**config.mk**
```make
export PLATFORM = sky130hd
export DESIGN_NAME = radix_digit_calculator
export DESIGN_NICKNAME = d
export VERILOG_FILES = /design/src/sv/rdc_pkg.sv /design/src/sv/rdc_divider.sv /design/src/sv/radix_digit_calculator.sv
export VERILOG_INCLUDE_DIRS = /design/src /design/src/sv
export SDC_FILE = /design/constraint.sdc
export NUM_CORES = 2
export LEC_CHECK = 0
export BUFFER_PORTS_ARGS = -buffer_cell sky130_fd_sc_hd__buf_2
export CAP_MARGIN = 25
export CORE_MARGIN = 3
export CORE_UTILIZATION = 65
export DETAILED_ROUTE_END_ITERATION = 12
export HOLD_SLACK_MARGIN = 0.02
export PLACE_DENSITY = 0.95
export SETUP_SLACK_MARGIN = 0.02
export SLEW_MARGIN = 10
export SYNTH_ARGS = -nofsm -noshare
export SYNTH_HDL_FRONTEND = slang
export SYNTH_SLANG_ARGS = --single-unit
```
**constraint.sdc**
```tcl
create_clock -name i_clk -period 8.7 [get_ports i_clk]
set_clock_uncertainty 0.1 [all_clocks]
set_input_delay 0.87 -clock i_clk [delete_from_list [all_inputs] [get_ports i_clk]]
set_output_delay 0.87 -clock i_clk [all_outputs]
set_load 0.005 [all_outputs]
```
**src/sv/radix_digit_calculator_defines.svh**
```systemverilog
// Assertion macros used by the radix digit calculator top module.
// Depends on nothing; included by files that carry assertions.
`ifndef RADIX_DIGIT_CALCULATOR_DEFINES_SVH
`define RADIX_DIGIT_CALCULATOR_DEFINES_SVH
// Implication checked at every rising clock edge outside reset.
`define RDC_ASSERT_IMP(lbl, clk, rst_n, ante, cons, msg) \
    lbl: assert property (@(posedge clk) disable iff (!rst_n) (ante) |-> (cons)) \
        else $error(msg);
// Next-cycle implication checked outside reset.
`define RDC_ASSERT_NXT(lbl, clk, rst_n, ante, cons, msg) \
    lbl: assert property (@(posedge clk) disable iff (!rst_n) (ante) |=> (cons)) \
        else $error(msg);
`endif

```
**src/sv/rdc_pkg.sv**
```systemverilog
// Shared types and constants of the radix digit calculator.
// Depends on nothing.
`timescale 1ns / 1ps
package rdc_pkg;
    localparam logic [7:0] OP_ADD = 8'd43;
    localparam logic [7:0] OP_SUB = 8'd45;
    localparam logic [7:0] OP_MUL = 8'd42;
    localparam logic [7:0] OP_DIV = 8'd47;
    localparam logic [2:0] ST_OK      = 3'd0;
    localparam logic [2:0] ST_BAD_OP  = 3'd1;
    localparam logic [2:0] ST_BAD_BAS = 3'd2;
    localparam logic [2:0] ST_BAD_DIG = 3'd3;
    localparam logic [2:0] ST_DIV_0   = 3'd4;
    localparam int MAG_W = 54;
    // Request and reply of the shared divider.
    typedef struct packed {
        logic            start;
        logic [MAG_W-1:0] num;
        logic [MAG_W-1:0] den;
    } t_div_req;
    typedef struct packed {
        logic            done;
        logic [MAG_W-1:0] quo;
        logic [MAG_W-1:0] rem;
    } t_div_rsp;
endpackage

```
**src/sv/rdc_divider.sv**
```systemverilog
// Restoring divider, one quotient bit per cycle, shared by all divides.
// Depends on rdc_pkg.
`timescale 1ns / 1ps
module rdc_divider (
    input  logic              i_clk,
    input  logic              i_rst_n,
    input  rdc_pkg::t_div_req i_req,
    output rdc_pkg::t_div_rsp o_rsp
);
    localparam int W = rdc_pkg::MAG_W;
    logic [W-1:0] r_quo, r_den;
    logic [W:0]   r_rem;
    logic [5:0]   r_cnt;
    logic         r_busy, r_done;
    logic [W:0]   w_sh;
    logic [W:0]   w_df;

    assign w_sh = {r_rem[W-1:0], r_quo[W-1]};
    assign w_df = w_sh - {1'b0, r_den};

    // Shift one numerator bit in and subtract when it fits.
    always_ff @(posedge i_clk) begin
        if (!i_rst_n) begin
            r_busy <= 1'b0;
            r_done <= 1'b0;
            r_cnt  <= '0;
        end else begin
            r_done <= 1'b0;
            if (i_req.start) begin
                r_busy <= 1'b1;
                r_quo  <= i_req.num;
                r_den  <= i_req.den;
                r_rem  <= '0;
                r_cnt  <= 6'(W - 1);
            end else if (r_busy) begin
                if (!w_df[W]) begin
                    r_rem <= w_df;
                    r_quo <= {r_quo[W-2:0], 1'b1};
                end else begin
                    r_rem <= w_sh;
                    r_quo <= {r_quo[W-2:0], 1'b0};
                end
                if (r_cnt == '0) begin
                    r_busy <= 1'b0;
                    r_done <= 1'b1;
                end
                r_cnt <= r_cnt - 6'd1;
            end
        end
    end

    assign o_rsp.done = r_done;
    assign o_rsp.quo  = r_quo;
    assign o_rsp.rem  = r_rem[W-1:0];
endmodule

```
**src/sv/radix_digit_calculator.sv**
```systemverilog
// Radix digit calculator: operand checks, conversion, one operation, digit output.
// Steps: a check, conversion of OPERAND_DIGITS operand digits, the operation, then a
// divider pass for a divide and one shared divider pass per result digit.
// Handshake: one item at a time, ready only in IDLE with the output drained; each
// result digit passes through S_EMIT, then S_ERR, which loads the output register.
// Reset: synchronous active-low i_rst_n clears the sequencer and output valid.
`timescale 1ns / 1ps
`include "radix_digit_calculator_defines.svh"
module radix_digit_calculator #(
    parameter int OPERAND_DIGITS = 8,
    parameter int RESULT_DIGITS  = 64
) (
    input  logic         i_clk,
    input  logic         i_rst_n,
    input  logic         s_axis_tvalid,
    output logic         s_axis_tready,
    // operation[7:0], in_base[11:8], out_base[15:12], operand_a[47:16],
    // operand_b[79:48]
    input  logic [79:0]  s_axis_tdata,
    output logic         m_axis_tvalid,
    input  logic         m_axis_tready,
    // status[2:0], value_a[29:3], value_b[56:30], result_value[111:57],
    // negative[112], digit[116:113], zero fill up to 119
    output logic [119:0] m_axis_tdata,
    output logic         m_axis_tlast
);
    localparam int W  = rdc_pkg::MAG_W;
    localparam int DW = $clog2(OPERAND_DIGITS + 1);
    localparam int RW = $clog2(RESULT_DIGITS + 1);
    localparam int AW = $clog2(RESULT_DIGITS);

    typedef enum logic [3:0] {
        S_IDLE, S_CHECK, S_CONV, S_CALC, S_QWAIT, S_DSTART, S_DWAIT, S_EMIT, S_ERR
    } t_state;

    t_state       r_state;
    logic [7:0]   r_op;
    logic [3:0]   r_ib, r_ob;
    logic [31:0]  r_a, r_b;
    logic [DW-1:0] r_k;
    logic [26:0]  r_va, r_vb;
    logic [W-1:0] r_mag;
    logic [54:0]  r_rv;
    logic         r_neg;
    logic [2:0]   r_st;
    logic [RW-1:0] r_n;
    logic [AW-1:0] r_rd;
    logic         r_ovalid, r_olast;
    logic [3:0]   r_odig;
    logic [3:0]   r_mem [RESULT_DIGITS];
    logic [3:0]   r_memq;
    rdc_pkg::t_div_req w_req;
    rdc_pkg::t_div_rsp w_rsp;
    logic [3:0]   w_na, w_nb;
    logic         w_bad;
    logic [31:0]  w_sa, w_sb;

    rdc_divider u_div (.i_clk(i_clk), .i_rst_n(i_rst_n), .i_req(w_req), .o_rsp(w_rsp));

    // Nibble under the digit pointer; nibbles past bit 31 read as zero.
    assign w_sa = r_a >> {r_k - DW'(1), 2'b00};
    assign w_sb = r_b >> {r_k - DW'(1), 2'b00};
    assign w_na = ({{(32-DW){1'b0}}, r_k} > 32'd8) ? 4'd0 : w_sa[3:0];
    assign w_nb = ({{(32-DW){1'b0}}, r_k} > 32'd8) ? 4'd0 : w_sb[3:0];
    assign w_bad = (w_na >= r_ib) || (w_nb >= r_ib);

    // Drive the shared divider from the sequencer.
    always_comb begin
        w_req.start = 1'b0;
        w_req.num   = r_mag;
        w_req.den   = {{(W-27){1'b0}}, r_vb};
        if (r_state == S_CALC && r_op == rdc_pkg::OP_DIV && r_vb != '0) begin
            w_req.start = 1'b1;
            w_req.num   = W'(r_va);
        end else if (r_state == S_DSTART) begin
            w_req.start = 1'b1;
            w_req.den   = {{(W-4){1'b0}}, r_ob};
        end
    end

    // Digit buffer, written during the result digit passes, read registered.
    always_ff @(posedge i_clk) begin
        if (r_state == S_DWAIT && w_rsp.done) begin
            r_mem[r_n[AW-1:0]] <= w_rsp.rem[3:0];
        end
        r_memq <= r_mem[r_rd];
    end

    // Sequencer and output register.
    always_ff @(posedge i_clk) begin
        if (!i_rst_n) begin
            r_state  <= S_IDLE;
            r_ovalid <= 1'b0;
        end else begin
            unique case (r_state)
                S_IDLE: begin
                    if (r_ovalid) begin
                        // Hold the last item until the receiver takes it.
                        if (m_axis_tready) r_ovalid <= 1'b0;
                    end else if (s_axis_tvalid) begin
                        r_op <= s_axis_tdata[7:0];
                        r_ib <= s_axis_tdata[11:8];
                        r_ob <= s_axis_tdata[15:12];
                        r_a  <= s_axis_tdata[47:16];
                        r_b  <= s_axis_tdata[79:48];
                        r_va <= '0;
                        r_vb <= '0;
                        r_k  <= DW'(OPERAND_DIGITS);
                        r_state <= S_CHECK;
                    end
                end
                S_CHECK: begin
                    r_rv <= '0; r_neg <= 1'b0;
                    if (r_op != rdc_pkg::OP_ADD && r_op != rdc_pkg::OP_SUB &&
                        r_op != rdc_pkg::OP_MUL && r_op != rdc_pkg::OP_DIV) begin
                        r_st <= rdc_pkg::ST_BAD_OP; r_state <= S_ERR;
                    end else if (r_ib < 4'd2 || r_ib > 4'd10 ||
                                 r_ob < 4'd2 || r_ob > 4'd10) begin
                        r_st <= rdc_pkg::ST_BAD_BAS; r_state <= S_ERR;
                    end else begin
                        r_state <= S_CONV;
                    end
                end
                S_CONV: begin
                    if (w_bad) begin
                        r_st <= rdc_pkg::ST_BAD_DIG; r_va <= '0; r_vb <= '0;
                        r_state <= S_ERR;
                    end else begin
                        r_va <= 27'(r_va * r_ib + w_na);
                        r_vb <= 27'(r_vb * r_ib + w_nb);
                        r_k  <= r_k - DW'(1);
                        if (r_k == DW'(1)) r_state <= S_CALC;
                    end
                end
                S_CALC: begin
                    r_st <= rdc_pkg::ST_OK;
                    r_n  <= '0;
                    priority if (r_op == rdc_pkg::OP_ADD) begin
                        r_mag <= W'(r_va) + W'(r_vb);
                        r_rv  <= 55'(r_va) + 55'(r_vb);
                        r_state <= S_DSTART;
                    end else if (r_op == rdc_pkg::OP_SUB) begin
                        r_mag <= (r_va >= r_vb) ? W'(r_va - r_vb) : W'(r_vb - r_va);
                        r_neg <= r_va < r_vb;
                        r_rv  <= 55'(r_va) - 55'(r_vb);
                        r_state <= S_DSTART;
                    end else if (r_op == rdc_pkg::OP_MUL) begin
                        r_mag <= W'(r_va * r_vb);
                        r_rv  <= 55'(r_va * r_vb);
                        r_state <= S_DSTART;
                    end else if (r_vb == '0) begin
                        r_st <= rdc_pkg::ST_DIV_0;
                        r_state <= S_ERR;
                    end else begin
                        r_mag <= W'(r_va);
                        r_state <= S_QWAIT;
                    end
                end
                S_QWAIT: if (w_rsp.done) begin
                    r_mag <= w_rsp.quo;
                    r_rv  <= 55'(w_rsp.quo);
                    r_state <= S_DSTART;
                end
                S_DSTART: r_state <= S_DWAIT;
                S_DWAIT: if (w_rsp.done) begin
                    r_mag <= w_rsp.quo;
                    r_n   <= r_n + RW'(1);
                    if (w_rsp.quo == '0 || r_n == RW'(RESULT_DIGITS - 1)) begin
                        r_rd <= r_n[AW-1:0];
                        r_state <= S_EMIT;
                    end else begin
                        r_state <= S_DSTART;
                    end
                end
                S_EMIT: if (!r_ovalid || m_axis_tready) begin
                    // Let the registered buffer read catch up with the pointer before S_ERR uses it.
                    r_ovalid <= 1'b0;
                    r_state  <= S_ERR;
                end
                S_ERR: if (!r_ovalid || m_axis_tready) begin
                    r_ovalid <= 1'b1;
                    if (r_st == rdc_pkg::ST_OK) begin
                        r_odig  <= r_memq;
                        r_olast <= (r_rd == '0);
                        if (r_rd == '0) begin
                            r_state <= S_IDLE;
                        end else begin
                            r_rd <= r_rd - AW'(1);
                            r_state <= S_EMIT;
                        end
                    end else begin
                        r_odig  <= '0;
                        r_olast <= 1'b1;
                        if (r_st != rdc_pkg::ST_DIV_0) begin
                            r_va <= '0; r_vb <= '0;
                        end
                        r_state <= S_IDLE;
                    end
                end
                default: r_state <= S_IDLE;
            endcase
        end
    end

    assign s_axis_tready = (r_state == S_IDLE) && !r_ovalid;
    assign m_axis_tvalid = r_ovalid;
    assign m_axis_tlast  = r_olast;
    assign m_axis_tdata  = {3'd0, r_odig, r_neg, r_rv, r_vb, r_va, r_st};

    `RDC_ASSERT_IMP(a_no_take_busy, i_clk, i_rst_n, r_state != S_IDLE, !s_axis_tready, "ready while busy")
    `RDC_ASSERT_IMP(a_err_zero_dig, i_clk, i_rst_n, m_axis_tvalid && m_axis_tdata[2:0] != rdc_pkg::ST_OK, m_axis_tlast && m_axis_tdata[116:113] == 4'd0, "error item not single")
    `RDC_ASSERT_NXT(a_out_hold, i_clk, i_rst_n, m_axis_tvalid && !m_axis_tready, m_axis_tvalid, "output dropped")
endmodule
```
==> results.ini <==
[status]
status = completed

[worst_setup_path]
cp_common_cell = fa_1
start_kind = register
critPathKind = register to register
endpoint_kind = register
arrival_ns = 8.81
critPathTopFamily = adder cells
slowest_delay_ns = 1.11
crit_slowest_cell = edfxtp_1
r2r-start = r_vb[14]
cp-startpoint = r_vb[14]
timing.critical_path.buf_inv = 5
critical_path_peak_fanout = 15
required_ns = 9.06
crit_chain = inv_1 -> buf_4 -> nor2_1 -> fa_1 -> fa_1 -> inv_1 -> fa_1 -> fa_1 -> fa_1 -> inv_1 -> fa_1 -> ha_1 -> ha_1 -> and3_1 -> nand4_1 -> or3b_2 -> nor4_1 -> nor3_1 -> buf_4 -> o211ai_1 -> xnor2_1 -> nor2_1 -> o21ai_0

[place]
io_buffers = 203
place_hpwl_um = 168900
gp_congestion = 1.065

[synth]
synth_commonest_cells = inv_1 (963), nand2_1 (954), fa_1 (726)
ys_seq_elements = 677
synth.cell_area_sq_um = 64980
synth-async-reset-ratio_pct = 0
synth-main-ff-cell = edfxtp_1
yosysTopAreaCellShare_pct = 30.50
synth.most_common_cell = inv_1
yosysWarnings = 0
ys_top_cells_by_area = edfxtp_1 (31%), fa_1 (22%), ha_1 (8.1%), inv_1 (5.6%), nand2_1 (5.5%)
syn_inst = 6627
synth_edf_count = 660
synth_area_leader_cell = edfxtp_1
syn_avg_cell_area_sq_um = 9.805
ys_seq_area_share_pct = 31.02
ys_types = 85

[global_route]
grt_max_degree = 89
grt_pass1_vias = 57430
grt_pass1_wl_um = 350000
antenna_found_initial = 16
track_usage_pct = 45.45
grt_overflow = 0

[timing]
relSlewSlack_pct = 23.33
fin_hold_ws_ns = 0.2488
tightestPinTransition_ns = 1.150
min_period_ns = 8.446
hold_viol = 0
setup_viol = 0
final_max_slew_viol_count = 0
rsz0062_at_grt = no
post-route-period-util_pct = 97.08
tns_ns = 0
fmax_mhz = 118.4

[clock_tree]
cts_repair_resize_count = 0
cts_tree = built
clock_tree.buffer_depth = 3
cts.sinks = 677
path_clk_slew_ns = 0.08
cts_buffers = 73
htreeDepth = 3
cts-root-buf = clkbuf_16
cts_setup_buffers = 0
clk_latency_ns = 0.73
hold_buffers = 0

[floorplanning]
num_rows = 115
die_h_um = 322.2
initial_core_util_pct = 65.83
die-area_sq_um = 103800
core-area_sq_um = 98710
io_pins = 207
die_width_um = 322.2

[hold_path]
hp-class = input pin to register
worstHoldStart = s_axis_tdata[44]

[drt]
drt-total-wl_um = 237000
initialDrtViolationCount = 9059
num_vias = 56000
wl_per_cell_um = 29.36
drc = 0
firstDrtPassIters = 13
postRouteAntennaNets = 0
viasPerCell = 6.938

[finish]
fillers = 6633
drive_gt1_share_pct = 9.572
fin_nets = 7940
area_growth_pct = 8.110

[flow_run]
maxCapViolations = 0

## flip-flops by register name (all words and copies together), names as in the netlist, 6 cells and up
signal	flops
r_a	32
r_b	32
r_mag	54
r_mem	256
r_n	7
r_op	8
r_rd	6
r_rv	55
r_va	27
r_vb	27
u_div.r_cnt	6
u_div.r_den	27
u_div.r_quo	54
u_div.r_rem	54
## metal layers
metal	vias up	routed length, um	track usage [%]	part of all wire, %
li1	22130	-	-	-
met1	26740	73500	53.71	31
met2	5428	101700	68.28	43
met3	1691	37510	16.36	16
met4	14	24050	34.52	10
met5	-	263	1.179	0.11
## worst paths after layout
path | to | slack, ns | cells past startpoint
min | r_a[28] | 0.25 | 1
max reg2reg | r_rv[53] | 0.25 | 23
max | r_rv[53] | 0.25 | 23
min reg2reg | u_div.r_cnt[1] | 0.41 | 2
## per-stage QoR
stage	utilization [%]	setup WS, ns	std cells	area [sq um]
2_1_floorplan	-	0.9501	6629	64990
3_3_place_gp	68.50	0.6325	7915	67620
3_5_place_dp	68.51	0.5444	7916	67620
4_1_cts	71.02	0.5020	8051	70100
5_1_grt	71.14	0.03381	8061	70220
6_report	71.17	0.2541	8072	70250
## layout by cell type, fill, tap and decap left out, types with 34 or more instances in the layout
cell type and count:
xnor2_1 121, and2_1 78, nand2_1 954, fa_1 726
or3_1 40, a21o_1 112, a21oi_1 250, nand2b_1 46
buf_2 204, xor2_1 57, o21ai_0 225, inv_1 963
and3_1 34, mux4_2 100, clkbuf_16 75, buf_4 180
edfxtp_1 660, ha_1 420, nor3_1 60, nand3_1 49
a31oi_1 38, nor2_1 671, o31ai_1 38, mux2i_1 43
a22oi_1 36
## layout make-up
cell class / instances / area, sq um / share of cell area [%]
multi-input combinational: 4581 / 39760 / 56.60
sequential: 677 / 20160 / 28.70
inverter: 987 / 3705 / 5.274
timing repair buffer: 390 / 2497 / 3.555
clock buffer: 91 / 1987 / 2.828
tap: 1287 / 1610 / 2.292
clock inverter: 44 / 489.2 / 0.6964
antenna: 15 / 37.54 / 0.05343
## cells by family after synthesis
family	Yosys count	share of synthesized area, %
and+or+nand+nor	2114	14.09
buffers and inverters	1371	7.954
adders and majority gates	1146	30.45
AOI/OAI and AO/OA	996	9.924
DFF	677	31.02
xor gates and xnor gates	178	2.399
muxes	144	4.151
other	1	0.005771
Power is not shown: default switching activity piles up to over one toggle a cycle in this logic, so the estimate is an artifact.
